## config.mk

```make
export PLATFORM = sky130hd
export DESIGN_NAME = crc8_byte_stuffed_frame_encoder
export DESIGN_NICKNAME = d
export VERILOG_FILES = /design/src/crc8bsf_pkg.sv /design/src/crc8bsf_burst.sv /design/src/crc8_byte_stuffed_frame_encoder.sv
export SDC_FILE = /design/constraint.sdc
export NUM_CORES = 1
export LEC_CHECK = 0
export BUFFER_PORTS_ARGS = -buffer_cell sky130_fd_sc_hd__buf_2
export CAP_MARGIN = 20
export CORE_ASPECT_RATIO = 2
export CORE_MARGIN = 1
export CORE_UTILIZATION = 55
export CTS_BUF_LIST = sky130_fd_sc_hd__clkbuf_2
export CTS_CLUSTER_DIAMETER = 150
export CTS_CLUSTER_SIZE = 8
export DETAILED_ROUTE_END_ITERATION = 10
export GPL_ROUTABILITY_DRIVEN = 0
export GPL_TIMING_DRIVEN = 0
export PLACE_DENSITY = 0.85
export SKIP_CTS_REPAIR_TIMING = 1
export SYNTH_ARGS = -nofsm -noshare
export SYNTH_HDL_FRONTEND = slang
export SYNTH_HIERARCHICAL = 1
export SYNTH_SLANG_ARGS = --single-unit
```

## constraint.sdc

```tcl
create_clock -name clk_i -period 4.8 [get_ports clk_i]
set_input_delay 0 -clock clk_i [delete_from_list [all_inputs] [get_ports clk_i]]
set_output_delay 0 -clock clk_i [all_outputs]
set_load 0.02 [all_outputs]
```

## src/crc8bsf_pkg.sv

```systemverilog
// shared types, constants and the crc-8 step function of the stuffing framer
`default_nettype none

package crc8bsf_pkg;

  // line control codes
  localparam logic [7:0] FlagByte = 8'h24;
  localparam logic [7:0] EscByte  = 8'h5C;
  localparam logic [7:0] EscXor   = 8'h20;

  // crc-8/atm
  localparam logic [7:0] CrcPoly = 8'h07;
  localparam logic [7:0] CrcInit = 8'h00;

  // one input word can cause at most this many line bytes
  localparam int unsigned BurstDepth = 6;
  localparam int unsigned CntW       = $clog2(BurstDepth + 1);
  localparam int unsigned IdxW       = $clog2(BurstDepth);

  typedef struct packed {
    logic [7:0] data_byte;
    logic       last_byte;
  } in_word_t;

  typedef struct packed {
    logic [7:0] line_byte;
    logic       frame_end;
    logic       run_last;
  } out_word_t;

  // one queued line byte
  typedef struct packed {
    logic [7:0] line_byte;
    logic       frame_end;
  } slot_t;

  // line bytes built for one input word, plus the framer state after it
  typedef struct packed {
    slot_t [BurstDepth-1:0] slots;
    logic [CntW-1:0]        cnt;
    logic                   in_frame;
    logic [7:0]             crc;
  } burst_t;

  // msb-first crc-8 over one byte
  function automatic logic [7:0] crc8_update(input logic [7:0] crc, input logic [7:0] b);
    logic [7:0] c;
    c = crc ^ b;
    for (int i = 0; i < 8; i++) begin
      if (c[7]) begin
        c = {c[6:0], 1'b0} ^ CrcPoly;
      end else begin
        c = {c[6:0], 1'b0};
      end
    end
    return c;
  endfunction

  function automatic logic needs_escape(input logic [7:0] b);
    return (b == FlagByte) || (b == EscByte);
  endfunction

endpackage

`default_nettype wire

```

## src/crc8bsf_burst.sv

```systemverilog
// builds the stuffed line bytes and next framer state for one input word
`default_nettype none

module crc8bsf_burst import crc8bsf_pkg::*; (
  input  var in_word_t   word_i,
  input  var logic       in_frame_i,
  input  var logic [7:0] crc_i,
  output burst_t         burst_o
);

  logic [7:0]      crc_new;
  logic [IdxW-1:0] n;

  assign crc_new = crc8_update(in_frame_i ? crc_i : CrcInit, word_i.data_byte);

  // append bytes in line order
  always_comb begin
    burst_o = '0;
    n       = '0;
    // start flag when no frame is open
    if (!in_frame_i) begin
      burst_o.slots[n] = '{line_byte: FlagByte, frame_end: 1'b0};
      n = n + IdxW'(1);
    end
    // payload byte, stuffed
    if (needs_escape(word_i.data_byte)) begin
      burst_o.slots[n] = '{line_byte: EscByte, frame_end: 1'b0};
      n = n + IdxW'(1);
      burst_o.slots[n] = '{line_byte: word_i.data_byte ^ EscXor, frame_end: 1'b0};
    end else begin
      burst_o.slots[n] = '{line_byte: word_i.data_byte, frame_end: 1'b0};
    end
    // trailer: stuffed crc and closing flag
    if (word_i.last_byte) begin
      n = n + IdxW'(1);
      if (needs_escape(crc_new)) begin
        burst_o.slots[n] = '{line_byte: EscByte, frame_end: 1'b0};
        n = n + IdxW'(1);
        burst_o.slots[n] = '{line_byte: crc_new ^ EscXor, frame_end: 1'b0};
      end else begin
        burst_o.slots[n] = '{line_byte: crc_new, frame_end: 1'b0};
      end
      n = n + IdxW'(1);
      burst_o.slots[n] = '{line_byte: FlagByte, frame_end: 1'b1};
    end
    burst_o.cnt      = CntW'(n) + CntW'(1);
    burst_o.in_frame = !word_i.last_byte;
    burst_o.crc      = word_i.last_byte ? CrcInit : crc_new;
  end

endmodule

`default_nettype wire

```

## src/crc8_byte_stuffed_frame_encoder.sv

```systemverilog
// Byte-stuffing frame encoder with a CRC-8/ATM trailer.
//
// Input channel (in_valid_i/in_ready_o/in_data_i) takes one payload byte per
// word, with last_byte set on the final byte of a frame. Output channel
// (out_valid_o/out_ready_i/out_data_o) gives the stuffed line stream one byte
// per word: the start flag before a frame, each payload byte (0x24 and 0x5C
// escaped), and after the last byte the escaped CRC and the closing flag,
// which carries frame_end. run_last marks the last line byte of each input.
//
// The first line byte of an accepted word is registered and valid the next cycle.
// An input word stays in the burst queue until all the line bytes it causes,
// one to six, have drained through the single output byte port.
// A new word is taken in the cycle the last byte of the previous one leaves.
// Reset clears the queue and closes any open frame, with the CRC at zero.
// When the receiver stalls the head byte holds and input is not taken while
// the queue holds any byte.
`default_nettype none

module crc8_byte_stuffed_frame_encoder import crc8bsf_pkg::*; (
  input  var logic      clk_i,
  input  var logic      rst_ni,
  input  var logic      in_valid_i,
  output logic          in_ready_o,
  input  var in_word_t  in_data_i,
  output logic          out_valid_o,
  input  var logic      out_ready_i,
  output out_word_t     out_data_o
);

  slot_t [BurstDepth-1:0] slots_q, slots_d;
  logic [CntW-1:0]        cnt_q, cnt_d;
  logic                   in_frame_q, in_frame_d;
  logic [7:0]             crc_q, crc_d;
  burst_t                 burst;
  logic                   pop, push;

  crc8bsf_burst u_burst (
    .word_i     (in_data_i),
    .in_frame_i (in_frame_q),
    .crc_i      (crc_q),
    .burst_o    (burst)
  );

  // handshakes
  assign out_valid_o = (cnt_q != '0);
  assign pop         = out_valid_o && out_ready_i;
  assign in_ready_o  = (cnt_q == '0) || ((cnt_q == CntW'(1)) && out_ready_i);
  assign push        = in_valid_i && in_ready_o;

  // head of the queue drives the output word
  assign out_data_o = '{line_byte: slots_q[0].line_byte,
                        frame_end: slots_q[0].frame_end,
                        run_last:  (cnt_q == CntW'(1))};

  // queue load, shift and framer state
  always_comb begin
    slots_d    = slots_q;
    cnt_d      = cnt_q;
    in_frame_d = in_frame_q;
    crc_d      = crc_q;
    if (push) begin
      slots_d    = burst.slots;
      cnt_d      = burst.cnt;
      in_frame_d = burst.in_frame;
      crc_d      = burst.crc;
    end else if (pop) begin
      for (int k = 0; k < BurstDepth - 1; k++) begin
        slots_d[k] = slots_q[k+1];
      end
      slots_d[BurstDepth-1] = '0;
      cnt_d = cnt_q - CntW'(1);
    end
  end

  always_ff @(posedge clk_i or negedge rst_ni) begin
    if (!rst_ni) begin
      cnt_q      <= '0;
      in_frame_q <= 1'b0;
      crc_q      <= CrcInit;
    end else begin
      cnt_q      <= cnt_d;
      in_frame_q <= in_frame_d;
      crc_q      <= crc_d;
    end
  end

  always_ff @(posedge clk_i) begin
    slots_q <= slots_d;
  end

endmodule

`default_nettype wire

```

==> impl_metrics.csv, run 1 <==
group,metric,value,unit
run_status,run_status,"finished clean",
routing,drt_first_pass_iters,5,
power,power_density,638,mW/mm²
placed_design,hpwl,8790,µm
clock_network,root_buffer,"clkbuf_2",
routing,wl_met3,561,µm
timing,tightest_slew,1.10,ns
critical_path,r2r_start,"in_frame_q",
routing,vias,3830,
clock_network,cts_tree,"yes",
routing,wl_per_cell,19.5,µm
clock_network,clkSinkCount,66,
global_routing,antenna_found_initial,1,
layout,fill_cells,700,
layout,final_nets,523,
yosys,synth-seq-cells,66,
routing,top_layer_used,"met4",
floorplan,die_area,0.00948,mm²
clock_network,cts_made_buffers,9,
global_routing,grt_max_degree,45,
timing,worst_slew_margin_rel,0.259,
routing,route.detailed.drc,0,
critical_path,rr_worst_depth,15,
timing,period_needed,4.39,ns
placed_design,place_area,0.00525,mm²
timing,holdWs,0.0447,ns
global_routing,grt_util_all_layers,0.256,
layout,drive_gt1_frac,0.288,
floorplan,fp-row-count,48,
timing,slew_viol_final,0,
yosys,synth_area_leaders,"edfxtp_1 (32%), mux2_2 (8.3%), dfrtp_1 (6.0%)",
timing,tns,0,ns
yosys,synth-edff-count,54,
yosys,synth.cell_area,0.00499,mm²
timing,setup_viol,0,
critical_path,ff2ff_setup_slack,0.41,ns
global_routing,grt_pass1_wl,18400,µm
timing,skew,0.0298,ns
timing,setup_slack,0.408,ns
floorplan,start_util,0.573,
routing,routed_wl,11800,µm
layout,multiInputGateArea,0.00269,mm²
critical_path,arrival,4.81,ns
power,ir_drop,0.213,mV
timing,rsz0062_at_grt,"no",
yosys,synth_ff_type,"edfxtp_1",
yosys,postSynthAreaPerCell,10.8,µm²
routing,m1WireLength,4020,µm
yosys,synth_cell_types,83,
critical_path,worstSetupPathType,"reg -> reg",
layout,finalInstanceArea,0.00543,mm²
critical_path,worst_ep_required_time,5.22,ns
power,p_leak,2.22,nW
routing,drt_iter0_drc,360,
yosys,yosysSeqAreaShare,0.385,
yosys,netlist.area_leader.share,0.325,
routing,met2WireLength,6360,µm
critical_path,cp-endpoint,"cnt_q[2]",
clock_network,path_clk_slew,0.21,ns
floorplan,die_h,137,µm
critical_path,cp-startpoint,"in_frame_q",
yosys,synthCells,461,
floorplan,io_pins,25,
timing,clock.fmax,0.228,GHz
global_routing,first_global_vias,3804,
routing,vias_per_cell,6.30,
placed_design,portBuffers,19,
run,timing.max_cap.violations,0,
timing,hold_violations,0,
clock_network,htreeDepth,3,
floorplan,coreArea,0.00871,mm²
critical_path,cp_max_fo,10,
floorplan,die_w,69.4,µm
layout,regArea,0.00192,mm²
clock_network,clk_latency,0.54,ns
placed_design,dp.cells,585,
placed_design,place_ws,0.519,ns
yosys,yosysTopAreaCell,"edfxtp_1",
routing,antenna_left,0,
critical_path,cp-end-kind,"flop",
global_routing,grt-ovfl-total,0,
min_path,hold_class,"in -> reg",
layout,syn_to_final_growth,8.77,%
clock_network,clockBufferDepth,2,
critical_path,worstSetupStartpointType,"flop",
layout,final_cells,608,
yosys,ys_warn_count,6,
timing,fin_crit_sh,0.915,
yosys,synth-async-reset-ratio,0.182,
critical_path,r2r_end,"cnt_q[2]",
-- worst min path at each step --
stage	from	to	slack, ns	depth (start not counted)
finish	in_data_i[1]	slots_q[10]	0.04	4
global route	in_data_i[1]	slots_q[10]	0.01	4
CTS	rst_ni	cnt_q[0]	-0.73	1
detailed placement	rst_ni	cnt_q[0]	-0.11	1
global placement	rst_ni	cnt_q[0]	-0.12	1
floorplan	rst_ni	cnt_q[0]	-0.30	0
-- stage by stage --
step	power, mW	util
3_3_place_gp	2.98	0.600
3_5_place_dp	3.06	0.602
4_1_cts	3.41	0.616
5_1_grt	3.63	0.623
6_report	3.46	0.623
2_1_floorplan	2.54	-
-- metal layers --
| metal | vias to the layer above | global-route usage |
|---|---|---|
| li1 | 1753 | - |
| met5 | - | 0 |
| met2 | 182 | 0.478 |
| met4 | 0 | 0.215 |
| met3 | 67 | 0.0434 |
| met1 | 1828 | 0.237 |
-- sequential cells by signal, summed over array words and instances, names as in the netlist --
signal,flops
crc_q,8
in_frame_q,1
out_data_o,9
slots_q,45
cnt_q,3
-- cell type report --
| class | count | area share |
|---|---|---|
| well taps | 100 | 0.0230 |
| inverters | 13 | 0.00899 |
| diodes | 1 | 0.000461 |
| flip-flops and latches | 66 | 0.354 |
| clock buffers | 9 | 0.00830 |
| clock inverters | 7 | 0.0138 |
| multi-input cells | 343 | 0.496 |
| plain buffers | 43 | 0.0634 |
| repair buffers | 26 | 0.0323 |
-- kinds of logic after synthesis --
kind of cell	synth area share
AO/OA/AOI/OAI	0.125
XOR/XNOR	0.0687
adder cells (fa/ha/maj)	0.0216
buffers and inverters	0.0787
flip-flops	0.385
multiplexers	0.168
other	0.000751
AND/OR/NAND/NOR	0.152
-- layout by cell type, fill, tap and decap left out, types with 3 or more instances in the layout --
cell,n
edfxtp_1,54
mux2_2,37
nand2_1,35
nor2_1,32
buf_2,21
o21ai_0,20
mux2_4,20
a21oi_1,19
buf_4,17
xor2_1,17
and2_1,13
xnor2_1,13
inv_1,12
dfrtp_1,12
clkbuf_2,11
clkbuf_1,10
mux2i_1,10
nand2b_1,8
nand3_1,8
a31oi_1,7
ha_1,7
buf_6,7
nor2b_1,6
dlygate4sd3_1,6
conb_1,5
a211oi_1,4
buf_8,4
nor3_1,4
o22ai_1,4
and3_1,3
or3_1,3
nand3b_1,3
nor4_1,3
-- power breakdown --
group          switching (mW)  internal, mW  leakage [nW]
sequential              0.110         0.957         0.688
clock                   0.217         0.124        0.0766
combinational            1.19         0.862          1.45
-- synthesized netlist by cell type, types with 3 or more instances --
cell type / instances
clkbuf_1: 10
xor2_1: 17
a31oi_1: 7
nor2_1: 32
nand3b_1: 3
edfxtp_1: 54
nand2_1: 35
a211oi_1: 4
nor3_1: 4
ha_1: 7
and2_1: 13
mux2_2: 37
xnor2_1: 13
mux2_4: 20
mux2i_1: 10
o21ai_0: 20
nor4_1: 3
buf_6: 7
nand2b_1: 8
buf_8: 4
nor2b_1: 6
a21oi_1: 19
inv_1: 12
or3_1: 3
buf_4: 17
and3_1: 3
dfrtp_1: 12
nand3_1: 8
o22ai_1: 4
-- critical path, stage by stage, from the launching register on --
cell      delay (ns)
dfrtp_1         0.48
buf_4           0.22
nand2_2         0.09
xor2_1          0.22
or2_1           0.28
o32ai_2         0.31
o2111a_4        0.36
inv_2           0.08
buf_6           0.15
fa_1            0.65
inv_1           0.13
mux2_2          0.30
ha_1            0.21
xnor2_1         0.14
or4_1           0.52
o221a_2         0.14
(Power assumes the default switching activity.)
==> run 2, diff against run 1 <==
--- a/config.mk
+++ b/config.mk
@@ -17,6 +17,7 @@
 export GPL_ROUTABILITY_DRIVEN = 0
 export GPL_TIMING_DRIVEN = 0
 export PLACE_DENSITY = 0.85
+export RECOVER_POWER = 100
 export SKIP_CTS_REPAIR_TIMING = 1
 export SYNTH_ARGS = -nofsm -noshare
 export SYNTH_HDL_FRONTEND = slang
==> impl_metrics.csv, run 2 (synthesis gave the netlist of run 1 again) <==
group,metric,value,unit
run_status,run_status,"complete, but fails checks",
run_status,violations,"max-capacitance violations, max-slew violations",
timing,skew,0.0347,ns
critical_path,arrival,4.89,ns
timing,period_needed,4.46,ns
routing,vias,3851,
power,power,3.33,mW
power,p_leak,2.09,nW
clock_network,clockBufferDepth,2,
clock_network,htreeDepth,3,
critical_path,worstSetupPathType,"reg -> reg",
clock_network,root_buffer,"clkbuf_2",
floorplan,coreArea,0.00871,mm²
run,timing.max_cap.violations,1,
floorplan,start_util,0.573,
placed_design,hpwl,8790,µm
global_routing,grt_max_degree,45,
timing,slew_viol_final,45,
layout,drive_gt1_frac,0.199,
global_routing,first_global_vias,3804,
power,power_density,633,mW/mm²
timing,fin_crit_sh,0.930,
power,p_int,1.83,mW
routing,wl_per_cell,19.5,µm
power,p_seq_frac,0.322,
timing,rsz0062_at_grt,"no",
clock_network,clk_latency,0.55,ns
placed_design,portBuffers,19,
layout,top_register,"slots_q",
layout,finalInstanceArea,0.00526,mm²
global_routing,antenna_found_initial,1,
routing,drt_iter0_drc,336,
timing,holdWs,0.0154,ns
routing,antenna_left,0,
layout,mostFrequentLayoutCells,"edfxtp_1 (54), nand2_1 (36), mux2_2 (33), nor2_1 (33), clkbuf_1 (26)",
power,pwr-share-comb,0.575,
power,p_clk_frac,0.103,
critical_path,cp_max_fo,10,
min_path,hold_depth,4,
floorplan,io_pins,25,
clock_network,cts_tree,"yes",
timing,setup_slack,0.337,ns
timing,tns,0,ns
critical_path,worstSetupStartpointType,"flop",
critical_path,cp-end-kind,"flop",
clock_network,cts_made_buffers,9,
routing,routed_wl,11800,µm
placed_design,place_ws,0.519,ns
clock_network,path_clk_slew,0.22,ns
critical_path,worst_ep_required_time,5.23,ns
floorplan,die_h,137,µm
power,p_sw,1.50,mW
power,ir_drop,0.214,mV
global_routing,grt-ovfl-total,0,
timing,clock.fmax,0.224,GHz
timing,worst_slew_margin_rel,-0.533,
floorplan,fp-row-count,48,
timing,hold_violations,0,
routing,route.detailed.drc,0,
clock_network,clkSinkCount,66,
routing,vias_per_cell,6.33,
floorplan,die_w,69.4,µm
global_routing,grt_util_all_layers,0.256,
timing,setup_viol,0,
placed_design,place_area,0.00525,mm²
critical_path,rr_worst_depth,15,
layout,final_nets,523,
global_routing,grt_pass1_wl,18400,µm
layout,final_common_cell,"edfxtp_1",
floorplan,die_area,0.00948,mm²
min_path,hold_class,"in -> reg",
routing,drt_first_pass_iters,5,
layout,syn_to_final_growth,5.29,%
timing,tightest_slew,2.30,ns
power,switching_share,0.450,
layout,largest_register_ff_count,45,
run 2: cell types whose count changed in the layout (fill, tap and decap cells not counted), sizes merged:
cell | previous run | this run
buf | 51 | 35
clkbuf | 21 | 37
run 2: stage by stage:
step / instances / util
final: 608 / 0.603
after global routing: 608 / 0.603
after CTS: 601 / 0.616
after detailed placement: 585 / 0.602
after global placement: 584 / 0.600
after floorplan: 465 / -
run 2: worst paths after layout:
kind	startpoint	endpoint	slack (ns)
max	in_frame_q	cnt_q[2]	0.34
min	in_data_i[1]	slots_q[10]	0.02
max reg2reg	in_frame_q	cnt_q[2]	0.34
min reg2reg	crc_q[2]	crc_q[2]	0.53
max in group asynchronous	rst_ni	crc_q[7]	3.96
min in group asynchronous	rst_ni	crc_q[6]	0.48
run 2: power by group through the flow:
stage	Clock [mW]	Sequential (mW)	Combinational (mW)
global placement	0	1.07	1.91
finish	0.344	1.07	1.91
detailed placement	0	1.08	1.98
global route	0.377	1.09	2.02
floorplan	0	1.05	1.50
CTS	0.352	1.07	1.99
run 2: layout make-up:
type	count	area, µm²
Timing Repair Buffer	26	144
Buffer	43	315
Inverter	13	48.8
Multi-Input combinational cell	343	2580
Antenna cell	1	2.50
Sequential cell	66	1920
Fill cell	745	3450
Tap cell	100	125
Clock buffer	9	45.0
Clock inverter	7	75.1
run 2: routing by layer:
layer  GRT usage  vias up  part of all wire
li1            -     1748                 -
met1       0.237     1848              0.34
met2       0.478      188              0.54
met3      0.0434       67             0.051
met4       0.215        0             0.073
met5           0        -                 0
run 2: critical path: stages (launching register included):
cell and delay [ns]:
dfrtp_1 0.48, buf_4 0.20, nand2_1 0.14, xor2_1 0.44
nand4_1 0.17, a21boi_0 0.25, o2111a_4 0.31, inv_1 0.11
buf_6 0.16, fa_1 0.65, inv_1 0.14, mux2_2 0.30
ha_1 0.21, xnor2_1 0.14, or4_1 0.52, o221a_2 0.14
